==> src/hdl/uarttx_pkg.sv <==
// Shared types and constants for the UART transmitter with RTS flow control.
// Used by uarttx_core and uart_transmitter_with_rts_unit; depends on nothing.
package uarttx_pkg;

  // Configuration register indexes on the write port
  localparam logic [2:0] REG_DATA_BITS   = 3'd0;
  localparam logic [2:0] REG_PARITY_MODE = 3'd1;
  localparam logic [2:0] REG_STOP_BITS   = 3'd2;
  localparam logic [2:0] REG_LSB_FIRST   = 3'd3;
  localparam logic [2:0] REG_BIT_CLKS    = 3'd4;
  localparam logic [2:0] REG_GAP_CLKS    = 3'd5;
  localparam logic [2:0] REG_RTS_MODE    = 3'd6;
  localparam logic [2:0] REG_RTS_TIMEOUT = 3'd7;

  // Parity and RTS mode codes
  localparam logic [1:0] PARITY_NONE = 2'd0;
  localparam logic [1:0] PARITY_EVEN = 2'd1;
  localparam logic [1:0] PARITY_ODD  = 2'd2;
  localparam logic [1:0] RTS_IGNORE  = 2'd0;
  localparam logic [1:0] RTS_HIGH    = 2'd1;
  localparam logic [1:0] RTS_LOW     = 2'd2;

  typedef struct packed {
    logic [3:0]  char_bits;
    logic [1:0]  parity_mode;
    logic [1:0]  stop_count;
    logic        lsb_leads;
    logic [15:0] bit_ticks;
    logic [15:0] gap_clks;
    logic [1:0]  rts_mode;
    logic [15:0] rts_timeout_clks;
  } cfg_t;

  typedef struct packed {
    logic       frame_valid;
    logic [8:0] frame_data;
    logic       bad_parity;
    logic       bad_stop;
    logic [7:0] frame_ticket;
    logic       rts_level;
  } in_item_t;

  typedef struct packed {
    logic       tx_line;
    logic       frame_taken;
    logic       busy_res;
    logic       frame_done;
    logic [7:0] done_ticket;
    logic       rts_timeout;
  } out_item_t;

endpackage

==> src/hdl/uarttx_core.sv <==
// Bit-timing state machine of the UART transmitter: one tick per transaction.
// Depends on uarttx_pkg for the configuration, tick and result types.
module uarttx_core #(
  parameter int POLL_CLKS = 1
) (
  input  logic                  clk,
  input  logic                  rst,
  input  logic                  advance,
  input  uarttx_pkg::cfg_t      cfg,
  input  uarttx_pkg::in_item_t  item,
  output uarttx_pkg::out_item_t res
);

  typedef enum logic [2:0] {
    PH_IDLE, PH_HOLD, PH_START, PH_DATA, PH_PARITY, PH_STOP, PH_GAP
  } phase_t;

  phase_t      phase, phase_next;
  logic [15:0] bit_timer, bit_timer_next;
  logic [3:0]  bit_count, bit_count_next;
  logic [8:0]  held_data, held_data_next;
  logic [7:0]  held_ticket, held_ticket_next;
  logic [1:0]  held_faults, held_faults_next;
  logic [15:0] rts_wait_count, rts_wait_count_next;
  logic [15:0] gap_count, gap_count_next;
  logic        line_level, line_level_next;

  logic [3:0]  eff_bits;
  logic        two_stops;
  logic        parity_on;
  logic        rts_active;
  logic [15:0] bit_load;
  logic [3:0]  count_inc;
  logic [16:0] wait_sum;
  logic [15:0] gap_dec;
  logic        taken, done, tmo;

  // Pick one data bit of the held word for the given bit position
  function automatic logic data_bit(input logic [8:0] data, input logic [3:0] cnt,
                                    input logic [3:0] n, input logic lsb);
    logic [4:0] src;
    begin
      src = lsb ? {1'b0, cnt} : 5'({1'b0, n} - 5'd1 - {1'b0, cnt});
      if (src > 5'd8) begin
        data_bit = data[0];
      end else begin
        data_bit = data[src[3:0]];
      end
    end
  endfunction

  // Parity of the low n data bits, flipped for odd mode and forced faults
  function automatic logic parity_of(input logic [8:0] data, input logic [3:0] n,
                                     input logic odd, input logic force_bad);
    logic p;
    begin
      p = odd ^ force_bad;
      for (int i = 0; i < 9; i++) begin
        if (4'(i) < n) begin
          p = p ^ data[i];
        end
      end
      parity_of = p;
    end
  endfunction

  // Clamp out-of-range registers to their working values
  always_comb begin
    if (cfg.char_bits < 4'd5) begin
      eff_bits = 4'd5;
    end else if (cfg.char_bits > 4'd9) begin
      eff_bits = 4'd9;
    end else begin
      eff_bits = cfg.char_bits;
    end
    two_stops = cfg.stop_count[1];
    parity_on = (cfg.parity_mode == uarttx_pkg::PARITY_EVEN) ||
                (cfg.parity_mode == uarttx_pkg::PARITY_ODD);
    case (cfg.rts_mode)
      uarttx_pkg::RTS_HIGH: rts_active = item.rts_level;
      uarttx_pkg::RTS_LOW:  rts_active = !item.rts_level;
      default:              rts_active = 1'b1;
    endcase
    bit_load  = (cfg.bit_ticks == 16'd0) ? 16'd0 : cfg.bit_ticks - 16'd1;
    count_inc = bit_count + 4'd1;
    wait_sum  = {1'b0, rts_wait_count} + 17'(POLL_CLKS);
    gap_dec   = (gap_count != 16'd0) ? gap_count - 16'd1 : 16'd0;
  end

  // Next state and result of one tick
  always_comb begin
    phase_next          = phase;
    bit_timer_next      = bit_timer;
    bit_count_next      = bit_count;
    held_data_next      = held_data;
    held_ticket_next    = held_ticket;
    held_faults_next    = held_faults;
    rts_wait_count_next = rts_wait_count;
    gap_count_next      = gap_count;
    line_level_next     = line_level;
    taken               = 1'b0;
    done                = 1'b0;
    tmo                 = 1'b0;

    unique case (phase)
      PH_IDLE: begin
        line_level_next = 1'b1;
        if (item.frame_valid) begin
          held_data_next      = item.frame_data;
          held_ticket_next    = item.frame_ticket;
          held_faults_next    = {item.bad_stop, item.bad_parity};
          rts_wait_count_next = 16'd0;
          bit_timer_next      = 16'd0;
          phase_next          = PH_HOLD;
          taken               = 1'b1;
        end
      end
      PH_HOLD: begin
        if (bit_timer != 16'd0) begin
          bit_timer_next = bit_timer - 16'd1;
        end else if (rts_active) begin
          phase_next      = PH_START;
          line_level_next = 1'b0;
          bit_timer_next  = bit_load;
        end else if (cfg.rts_timeout_clks != 16'd0 &&
                     rts_wait_count >= cfg.rts_timeout_clks) begin
          tmo                 = 1'b1;
          rts_wait_count_next = 16'd0;
          bit_timer_next      = 16'(POLL_CLKS - 1);
        end else begin
          rts_wait_count_next = wait_sum[16] ? 16'hFFFF : wait_sum[15:0];
          bit_timer_next      = 16'(POLL_CLKS - 1);
        end
      end
      PH_START, PH_DATA, PH_PARITY, PH_STOP: begin
        if (bit_timer != 16'd0) begin
          bit_timer_next = bit_timer - 16'd1;
        end else if (phase == PH_START) begin
          phase_next      = PH_DATA;
          bit_count_next  = 4'd0;
          line_level_next = data_bit(held_data, 4'd0, eff_bits, cfg.lsb_leads);
          bit_timer_next  = bit_load;
        end else if (phase == PH_DATA) begin
          bit_count_next = count_inc;
          bit_timer_next = bit_load;
          if (count_inc < eff_bits) begin
            line_level_next = data_bit(held_data, count_inc, eff_bits, cfg.lsb_leads);
          end else if (parity_on) begin
            phase_next      = PH_PARITY;
            line_level_next = parity_of(held_data, eff_bits,
                                        cfg.parity_mode == uarttx_pkg::PARITY_ODD,
                                        held_faults[0]);
          end else begin
            phase_next      = PH_STOP;
            bit_count_next  = 4'd0;
            line_level_next = !held_faults[1];
          end
        end else if (phase == PH_PARITY) begin
          phase_next      = PH_STOP;
          bit_count_next  = 4'd0;
          line_level_next = !held_faults[1];
          bit_timer_next  = bit_load;
        end else if (count_inc < (two_stops ? 4'd2 : 4'd1)) begin
          bit_count_next  = count_inc;
          line_level_next = !held_faults[1];
          bit_timer_next  = bit_load;
        end else begin
          // Last stop bit finished: report and go to gap or idle
          line_level_next = 1'b1;
          bit_timer_next  = 16'd0;
          bit_count_next  = 4'd0;
          done            = 1'b1;
          if (cfg.gap_clks != 16'd0) begin
            phase_next     = PH_GAP;
            gap_count_next = cfg.gap_clks;
          end else begin
            phase_next = PH_IDLE;
          end
        end
      end
      PH_GAP: begin
        line_level_next = 1'b1;
        gap_count_next  = gap_dec;
        if (gap_dec == 16'd0) begin
          phase_next = PH_IDLE;
        end
      end
      default: begin
        phase_next      = PH_IDLE;
        line_level_next = 1'b1;
      end
    endcase

    res.tx_line     = line_level_next;
    res.frame_taken = taken;
    res.busy_res    = (phase_next != PH_IDLE);
    res.frame_done  = done;
    res.done_ticket = done ? held_ticket : 8'd0;
    res.rts_timeout = tmo;
  end

  // Hold state; advance one tick per accepted transaction
  always_ff @(posedge clk) begin
    if (rst) begin
      phase          <= PH_IDLE;
      bit_timer      <= 16'd0;
      bit_count      <= 4'd0;
      rts_wait_count <= 16'd0;
      gap_count      <= 16'd0;
      line_level     <= 1'b1;
    end else if (advance) begin
      phase          <= phase_next;
      bit_timer      <= bit_timer_next;
      bit_count      <= bit_count_next;
      rts_wait_count <= rts_wait_count_next;
      gap_count      <= gap_count_next;
      line_level     <= line_level_next;
    end
  end

  // Frame payload needs no reset
  always_ff @(posedge clk) begin
    if (advance) begin
      held_data   <= held_data_next;
      held_ticket <= held_ticket_next;
      held_faults <= held_faults_next;
    end
  end

endmodule

==> src/hdl/uart_transmitter_with_rts_unit.sv <==
// UART transmitter with RTS flow control: one input transaction is one line tick.
// The result of an accepted tick is loaded into the output register, out_data.
// Throughput: one tick per cycle; the single output register sets it and the input
// is taken while that register is empty or being drained.
// Reset (rst, synchronous): idle phase, line high, output empty, registers at defaults.
// Depends on uarttx_pkg and uarttx_core.
module uart_transmitter_with_rts_unit #(
  parameter int POLL_CLKS = 1
) (
  input  logic                  clk,
  input  logic                  rst,
  input  logic                  in_valid,
  output logic                  in_stall,
  input  uarttx_pkg::in_item_t  in_data,
  output logic                  out_valid,
  input  logic                  out_stall,
  output uarttx_pkg::out_item_t out_data,
  input  logic                  cfg_valid,
  output logic                  cfg_ready,
  input  logic [2:0]            cfg_index,
  input  logic [15:0]           cfg_data
);

  uarttx_pkg::cfg_t      cfg;
  uarttx_pkg::out_item_t res;
  logic                  accept;

  // Take a tick whenever the output register is free or draining
  assign in_stall  = out_valid && out_stall;
  assign accept    = in_valid && !in_stall;
  assign cfg_ready = 1'b1;

  // Configuration registers
  always_ff @(posedge clk) begin
    if (rst) begin
      cfg.char_bits        <= 4'd8;
      cfg.parity_mode      <= uarttx_pkg::PARITY_NONE;
      cfg.stop_count       <= 2'd1;
      cfg.lsb_leads        <= 1'b1;
      cfg.bit_ticks        <= 16'd16;
      cfg.gap_clks         <= 16'd0;
      cfg.rts_mode         <= uarttx_pkg::RTS_IGNORE;
      cfg.rts_timeout_clks <= 16'd0;
    end else if (cfg_valid) begin
      unique case (cfg_index)
        uarttx_pkg::REG_DATA_BITS:   cfg.char_bits        <= cfg_data[3:0];
        uarttx_pkg::REG_PARITY_MODE: cfg.parity_mode      <= cfg_data[1:0];
        uarttx_pkg::REG_STOP_BITS:   cfg.stop_count       <= cfg_data[1:0];
        uarttx_pkg::REG_LSB_FIRST:   cfg.lsb_leads        <= cfg_data[0];
        uarttx_pkg::REG_BIT_CLKS:    cfg.bit_ticks        <= cfg_data;
        uarttx_pkg::REG_GAP_CLKS:    cfg.gap_clks         <= cfg_data;
        uarttx_pkg::REG_RTS_MODE:    cfg.rts_mode         <= cfg_data[1:0];
        uarttx_pkg::REG_RTS_TIMEOUT: cfg.rts_timeout_clks <= cfg_data;
        default: ;
      endcase
    end
  end

  uarttx_core #(
    .POLL_CLKS(POLL_CLKS)
  ) u_core (
    .clk    (clk),
    .rst    (rst),
    .advance(accept),
    .cfg    (cfg),
    .item   (in_data),
    .res    (res)
  );

  // Output register: load on a new tick, drop once taken
  always_ff @(posedge clk) begin
    if (rst) begin
      out_valid <= 1'b0;
    end else if (accept) begin
      out_valid <= 1'b1;
    end else if (!out_stall) begin
      out_valid <= 1'b0;
    end
  end

  always_ff @(posedge clk) begin
    if (accept) begin
      out_data <= res;
    end
  end

`ifndef SYNTHESIS
  a_accept_fills: assert property (@(posedge clk) disable iff (rst)
    (in_valid && !in_stall) |=> out_valid)
    else $error("accepted tick produced no result");

  a_taken_holds: assert property (@(posedge clk) disable iff (rst)
    (out_valid && out_data.frame_taken) |-> (out_data.busy_res && out_data.tx_line))
    else $error("taken frame must leave the line high and the unit busy");

  a_done_clean: assert property (@(posedge clk) disable iff (rst)
    (out_valid && out_data.frame_done) |->
      (out_data.tx_line && !out_data.frame_taken && !out_data.rts_timeout))
    else $error("frame completion with inconsistent line or flags");

  a_ticket_zero: assert property (@(posedge clk) disable iff (rst)
    (out_valid && !out_data.frame_done) |-> (out_data.done_ticket == 8'd0))
    else $error("ticket reported without completion");
`endif

endmodule

==> config.mk <==
export PLATFORM = sky130hd
export DESIGN_NAME = uart_transmitter_with_rts_unit
export DESIGN_NICKNAME = d
export VERILOG_FILES = /design/src/hdl/uarttx_pkg.sv /design/src/hdl/uarttx_core.sv /design/src/hdl/uart_transmitter_with_rts_unit.sv
export SDC_FILE = /design/constraint.sdc
export NUM_CORES = 1
export LEC_CHECK = 0
export ABC_AREA = 1
export ABC_CLOCK_PERIOD_IN_PS = 3900
export BUFFER_PORTS_ARGS = -buffer_cell sky130_fd_sc_hd__buf_2
export CORE_ASPECT_RATIO = 0.5
export CORE_MARGIN = 2
export CORE_UTILIZATION = 35
export DETAILED_ROUTE_END_ITERATION = 8
export HOLD_SLACK_MARGIN = 0.15
export PLACE_DENSITY = 0.63
export SETUP_SLACK_MARGIN = 0.02
export SYNTH_ARGS = -nofsm -noshare
export SYNTH_HDL_FRONTEND = slang
export SYNTH_SLANG_ARGS = --single-unit
==> constraint.sdc <==
create_clock -name clk -period 3.9 [get_ports clk]
set_clock_uncertainty 0.1 [all_clocks]
set_input_delay 0.195 -clock clk [delete_from_list [all_inputs] [get_ports clk]]
set_output_delay 0.195 -clock clk [all_outputs]
set_load 0.01 [all_outputs]
Yosys cells after proc, flatten, opt, wreduce, memory -nomap -nowiden
Cells that the tools add are included.
{ "classes": {"multipliers": 0, "shift": 0, "n_reduce_logical": 34, "bitwise": 12, "n_lt_le_gt_ge": 18, "n_eq_ne": 27, "n_div": 0, "addsub": 7, "muxes": 131} }
{ "op_table": {"columns": ["cell", "n"], "rows": [
  ["$mux W16", 20],
  ["$mux W1", 81],
  ["$pmux W16 S2", 2],
  ["$reduce_bool A16 Y1", 4],
  ["$pmux W16 S3", 1],
  ["$sub A16 B1 Y16 const B", 3],
  ["$mux W3", 11],
  ["$logic_not A16 Y1", 2],
  ["$mux W4", 8],
  ["$eq A3 B3 Y1 const B", 7],
  ["$add A16 B1 Y17 const B", 1],
  ["$ge A16 B16 Y1", 1],
  ["$lt A3 B4 Y1 const A", 4],
  ["$ne A2 B2 Y1 const B", 8],
  ["$reduce_and A2 Y1", 8],
  ["$eq A3 B2 Y1 const B", 4],
  ["$pmux W3 S4", 1],
  ["$gt A5 B4 Y1 const B", 2],
  ["$lt A4 B5 Y1 const B", 2],
  ["$mux W5", 2],
  ["$xor A1 B1 Y1", 10],
  ["$reduce_and A3 Y1", 3],
  ["$bmux W1 S4", 2],
  ["$lt A1 B4 Y1 const A", 2],
  ["25 further kinds", 40]
]} }
{ "totals": {"out_inout_bits": 16, "elab_cells": 253, "regBits": 148, "latch_bits": 0, "rom_bits": 0, "ram_bits": 0, "n_memories": 0} }

Longest topological paths before layout
{ "logic_depth": {"ltp_word": 75, "mapped_depth": 26, "depth_no_buf": 26} }

Modules after synthesis
Synthesis repeated with hierarchy kept, for this count alone.
{ "hier_totals": {"cells_unflattened": 1375, "area_unflattened_um2": 9237.6} }
{ "modules_own_cells": {"columns": ["mod", "area_each_um2", "n_inst", "seq_area_each_um2", "cells_each"], "rows": [
  ["uarttx_core", 6376.1, 1, 1691.6, 1005],
  ["uart_transmitter_with_rts_unit", 2861.5, 1, 1591.5, 370]
]} }

Worst setup path after synthesis
No wires, ideal clock.
{ "synth_path": {"path_type": "register to register", "startpoint": "reg, netlist name cfg[58]", "endpoint": "reg out_data[12] (netlist bit) (data pin)", "setup_time_ps": 258, "path_slack_ps": 905, "arrival_ps": 2637, "path_stages_with_launch": 22, "required_time_ps": 3542, "path_cell_list": "dfxtp_1 > inv_1 > nand3_1 > nand2_1 > nand3_1 > inv_1 > ha_1 > fa_1 > o21ai_0 > inv_1 > nand3_1 > nand3_1 > nand3_1 > nand2_1 > nand2_1 > nand2_1 > nand3_1 > nand2_1 > nand2_1 > nand2_1 > nand2_1 > nand2_1"} }
{ "synth_lines": {"columns": ["item", "line", "rtl"], "rows": [
  ["end signal, assigned", "uart_transmitter_with_rts_unit.sv:83", "out_data <= res;"],
  ["end, declared", "uart_transmitter_with_rts_unit.sv:17", "output uarttx_pkg::out_item_t out_data,"]
]} }

==> results.txt <==
----------------------------------------------------
[Layout]
  Diode insertion count for antenna repair ... 0
  Most frequent standard cell in the layout excluding fill and tap cells ... nand2_1
  Final-layout fill cell count ... 2425
  Final cell area excluding filler cells ... 10330 um^2
  Proportion of layout cells with a drive suffix above 1 ... 10.36%
  Area taken by flip-flops and latches ... 3263 um^2
  Highest-count cells in the layout ignoring fill and taps ... nand2_1 (214), inv_1 (166), nor2_1 (143)
  Layout net count ... 1390
  Area of combinational cells with multiple inputs ... 4567 um^2
  Layout overhead on the synthesized area ... 18.77%

[STA]
  Worst-Margin Slew ... 996.5 ps
  Achievable clock frequency ... 0.2871 GHz
  Final number of setup-violating endpoints ... 0
  Final hold slack ... 254.5 ps
  Unrepaired setup endpoints after global routing ... false
  Sum Neg Setup Slack ... 0 ps
  Minimum period implied by the final worst setup slack ... 3483 ps
  Setup ws final ... 417.5 ps
  Number of hold violations in the final report ... 0
  Normalized max-slew margin ... 33.32%
  Final worst path period share ... 89.30%
  Max-slew violation total from the final report ... 0

[Critical path]
  Critical path capture point type ... flop
  Data required, critical path ... 4000 ps
  Largest fanout on the critical path ... 6
  Startpoint-to-endpoint class of the critical path ... reg -> reg
  Arrival time worst endpoint ... 3580 ps
  Critical Path Source Type ... flop

[Route]
  Detailed-route wire length per cell ... 13.63 um
  Post-route met1 wirelength ... 11.08 mm
  Routed wire length ... 22.61 mm
  Initial detailed-routing violation count ... 679
  Remaining antenna violation count ... 0
  Amount of wire on met3 after detailed routing ... 823 um
  Total via count in the routed design ... 8175
  Detailed-routed wire length on met2 ... 10.36 mm
  1st-pass router iterations ... 5
  Number of remaining DRC errors ... 0
  Highest signal layer in the routed design ... met4
  Vias/cell ... 4.931

[Die]
  Die height ... 115.5 um
  Row cnt ... 40
  Boundary pin count ... 61
  Placeable core region ... 24220 um^2
  Die Area ... 26210 um^2
  Starting Density ... 35.91%
  Die width ... 226.9 um

[Yosys]
  Number of nets produced by synthesis ... 1296
  Number of storage elements in the synthesis netlist ... 147
  Average footprint of a synthesized cell ... 7.159 um^2
  Sequential element share of the synthesized area ... 37.51%
  Count of different cell masters after synthesis ... 56
  Post-synth ARST share ... 0%
  Number of enable-type register cells in the synthesized netlist ... 32
  Netlist area before placement ... 8698 um^2
  Leading area contributor after synthesis ... dfxtp_1
  Synth area leaders ... dfxtp_1 (26%), edfxtp_1 (11%), nand2_1 (9.2%)
  Most common flop cell mapped by yosys ... dfxtp_1
  Total number of yosys warnings ... 0
  Post-Synthesis Cells ... 1215
  Area share of the leading cell type in the synthesized netlist ... 26.47%

[Clock network]
  Clock Tree Buf Depth ... 2
  Root buf cell ... clkbuf_16
  TritonCTS clock tree ... built
  Num CTS Buffers ... 17
  Later-pin clock latency in the skew report ... 440 ps
  H-Tree Depth ... 4
  Number of instances resized during post-cts repair ... 0
  Number of sinks on the clock net ... 147
  Worst-path clk slew ... 70 ps

[Power and ir drop]
  Leakage power ... 0.004449 uW
  Maximum VDD drop ... 0.3056 mV
  Net Sw Frac ... 40.10%
  PD cells ... 575.8 nW/um^2
  Relative contribution of sequential cells to total power ... 30.7%
  Total net switching power ... 2386 uW
  Clock network fraction of total power ... 29.9%
  Int Power ... 3563 uW
  Portion of total power attributed to combinational logic ... 39.4%

[Global route]
  First-pass GRT wire length ... 37.58 mm
  GRT Util Overall ... 17.95%
  Vias in the first global route ... 7610
  Number of antenna violations at the first check in global routing ... 0
  Total gr overflow ... 0
  Largest net degree at the start of global routing ... 47

[Job]
  Max capacitance violation total ... 0

[Placement]
  Placement-stage worst setup slack ... 488.0 ps
  Buffers on Ports ... 59
  Dpl cell area ... 9269 um^2
  Placed wire-length estimate ... 16.34 mm
  Final estimated routing congestion in global placement ... 0.8818

[Run status]
  Status ... finished, final reports clean

[Min path]
  Worst min-delay path category ... in -> reg

----------------------------------------------------
power groups by stage:
stage | logic, uW | clock network, uW | registers (uW)
global route | 2640 | 1880 | 1850
global placement | 2260 | 0 | 1850
finish | 2340 | 1780 | 1830
CTS | 2330 | 1810 | 1830
detailed placement | 2280 | 0 | 1860
floorplan | 1740 | 0 | 1850
layer usage:
metal | vias to the layer above | track usage, %
met2 | 155 | 29.30
met4 | 0 | 5.708
met5 | - | 0
met1 | 3781 | 24.06
met3 | 23 | 3.626
li1 | 4216 | -
metrics by stage:
stage / total power [uW] / std cells / utilization [%]
after floorplan: 3592 / 1215 / -
after global placement: 4115 / 1583 / 38.26
after detailed placement: 4135 / 1583 / 38.26
after CTS: 5964 / 1658 / 42.65
after global routing: 6363 / 1658 / 42.65
final: 5949 / 1658 / 42.65
what timing repair did:
action,CTS,global route
hold buffers,43,0
buffers inserted,0,0
endpoints found under the hold margin,79,0
final cells by class:
cell class | count | area share [%]
multi-input cells | 859 | 44.20
flip-flops and latches | 147 | 31.59
repair buffers | 110 | 7.606
inverters | 174 | 6.419
clock buffers | 19 | 4.493
well taps | 336 | 4.069
clock inverters | 13 | 1.623
cells by family after synthesis:
family,after synthesis,share of synthesized area (%)
other,1,0.04311
adder cells (fa/ha/maj),36,5.265
XOR/XNOR,35,3.524
flip-flops,147,37.51
AO/OA/AOI/OAI,263,16.57
buffers and inverters,209,10.08
AND/OR/NAND/NOR,524,27.00
registers in the layout (all words and copies together) (netlist names):
signal,flops
out_valid,1
cfg,58
out_data,13
u_core.bit_timer,16
u_core.held_data,9
u_core.held_ticket,8
u_core.phase,3
u_core.line_level,1
u_core.rts_wait_count,16
u_core.held_faults,2
u_core.gap_count,16
u_core.bit_count,4
worst max-delay path: stages, from the launching register on:
cell and delay (ps):
dfxtp_1 410, inv_1 150, nand3_1 160, nand2_1 70, nand3_1 160, inv_1 90
ha_1 360, fa_1 460, o21ai_0 390, inv_1 110, nand3_1 110, nand3_1 70
nand3_1 80, nand2_1 60, nand2_1 50, nand2_1 50, nand3_1 80, nand2_1 50
nand2_1 60, nand2_1 50, nand2_1 60, nand2_1 60
Yosys cell counts, types with 10 or more instances:
master	number
nand2_1	214
inv_1	166
nor2_1	143
dfxtp_1	115
o21ai_0	109
a21oi_1	102
nand3_1	92
ha_1	35
edfxtp_1	32
clkbuf_1	22
nor3_1	22
xor2_1	20
xnor2_1	15
nand4_1	14
nor4_1	13
o211ai_1	13
o21ai_1	10
path summary, 6_finish.rpt:
path | start | endpoint | slack [ps] | depth (start not counted)
worst max-delay path | cfg[58] | out_data[12] | 420 | 21
worst min register to register | cfg[29] | cfg[29] | 370 | 2
worst max register to register | cfg[58] | out_data[12] | 420 | 21
worst min-delay path | rst | u_core.bit_timer[12] | 250 | 3
No activity file was read; power rests on OpenSTA's default activity.
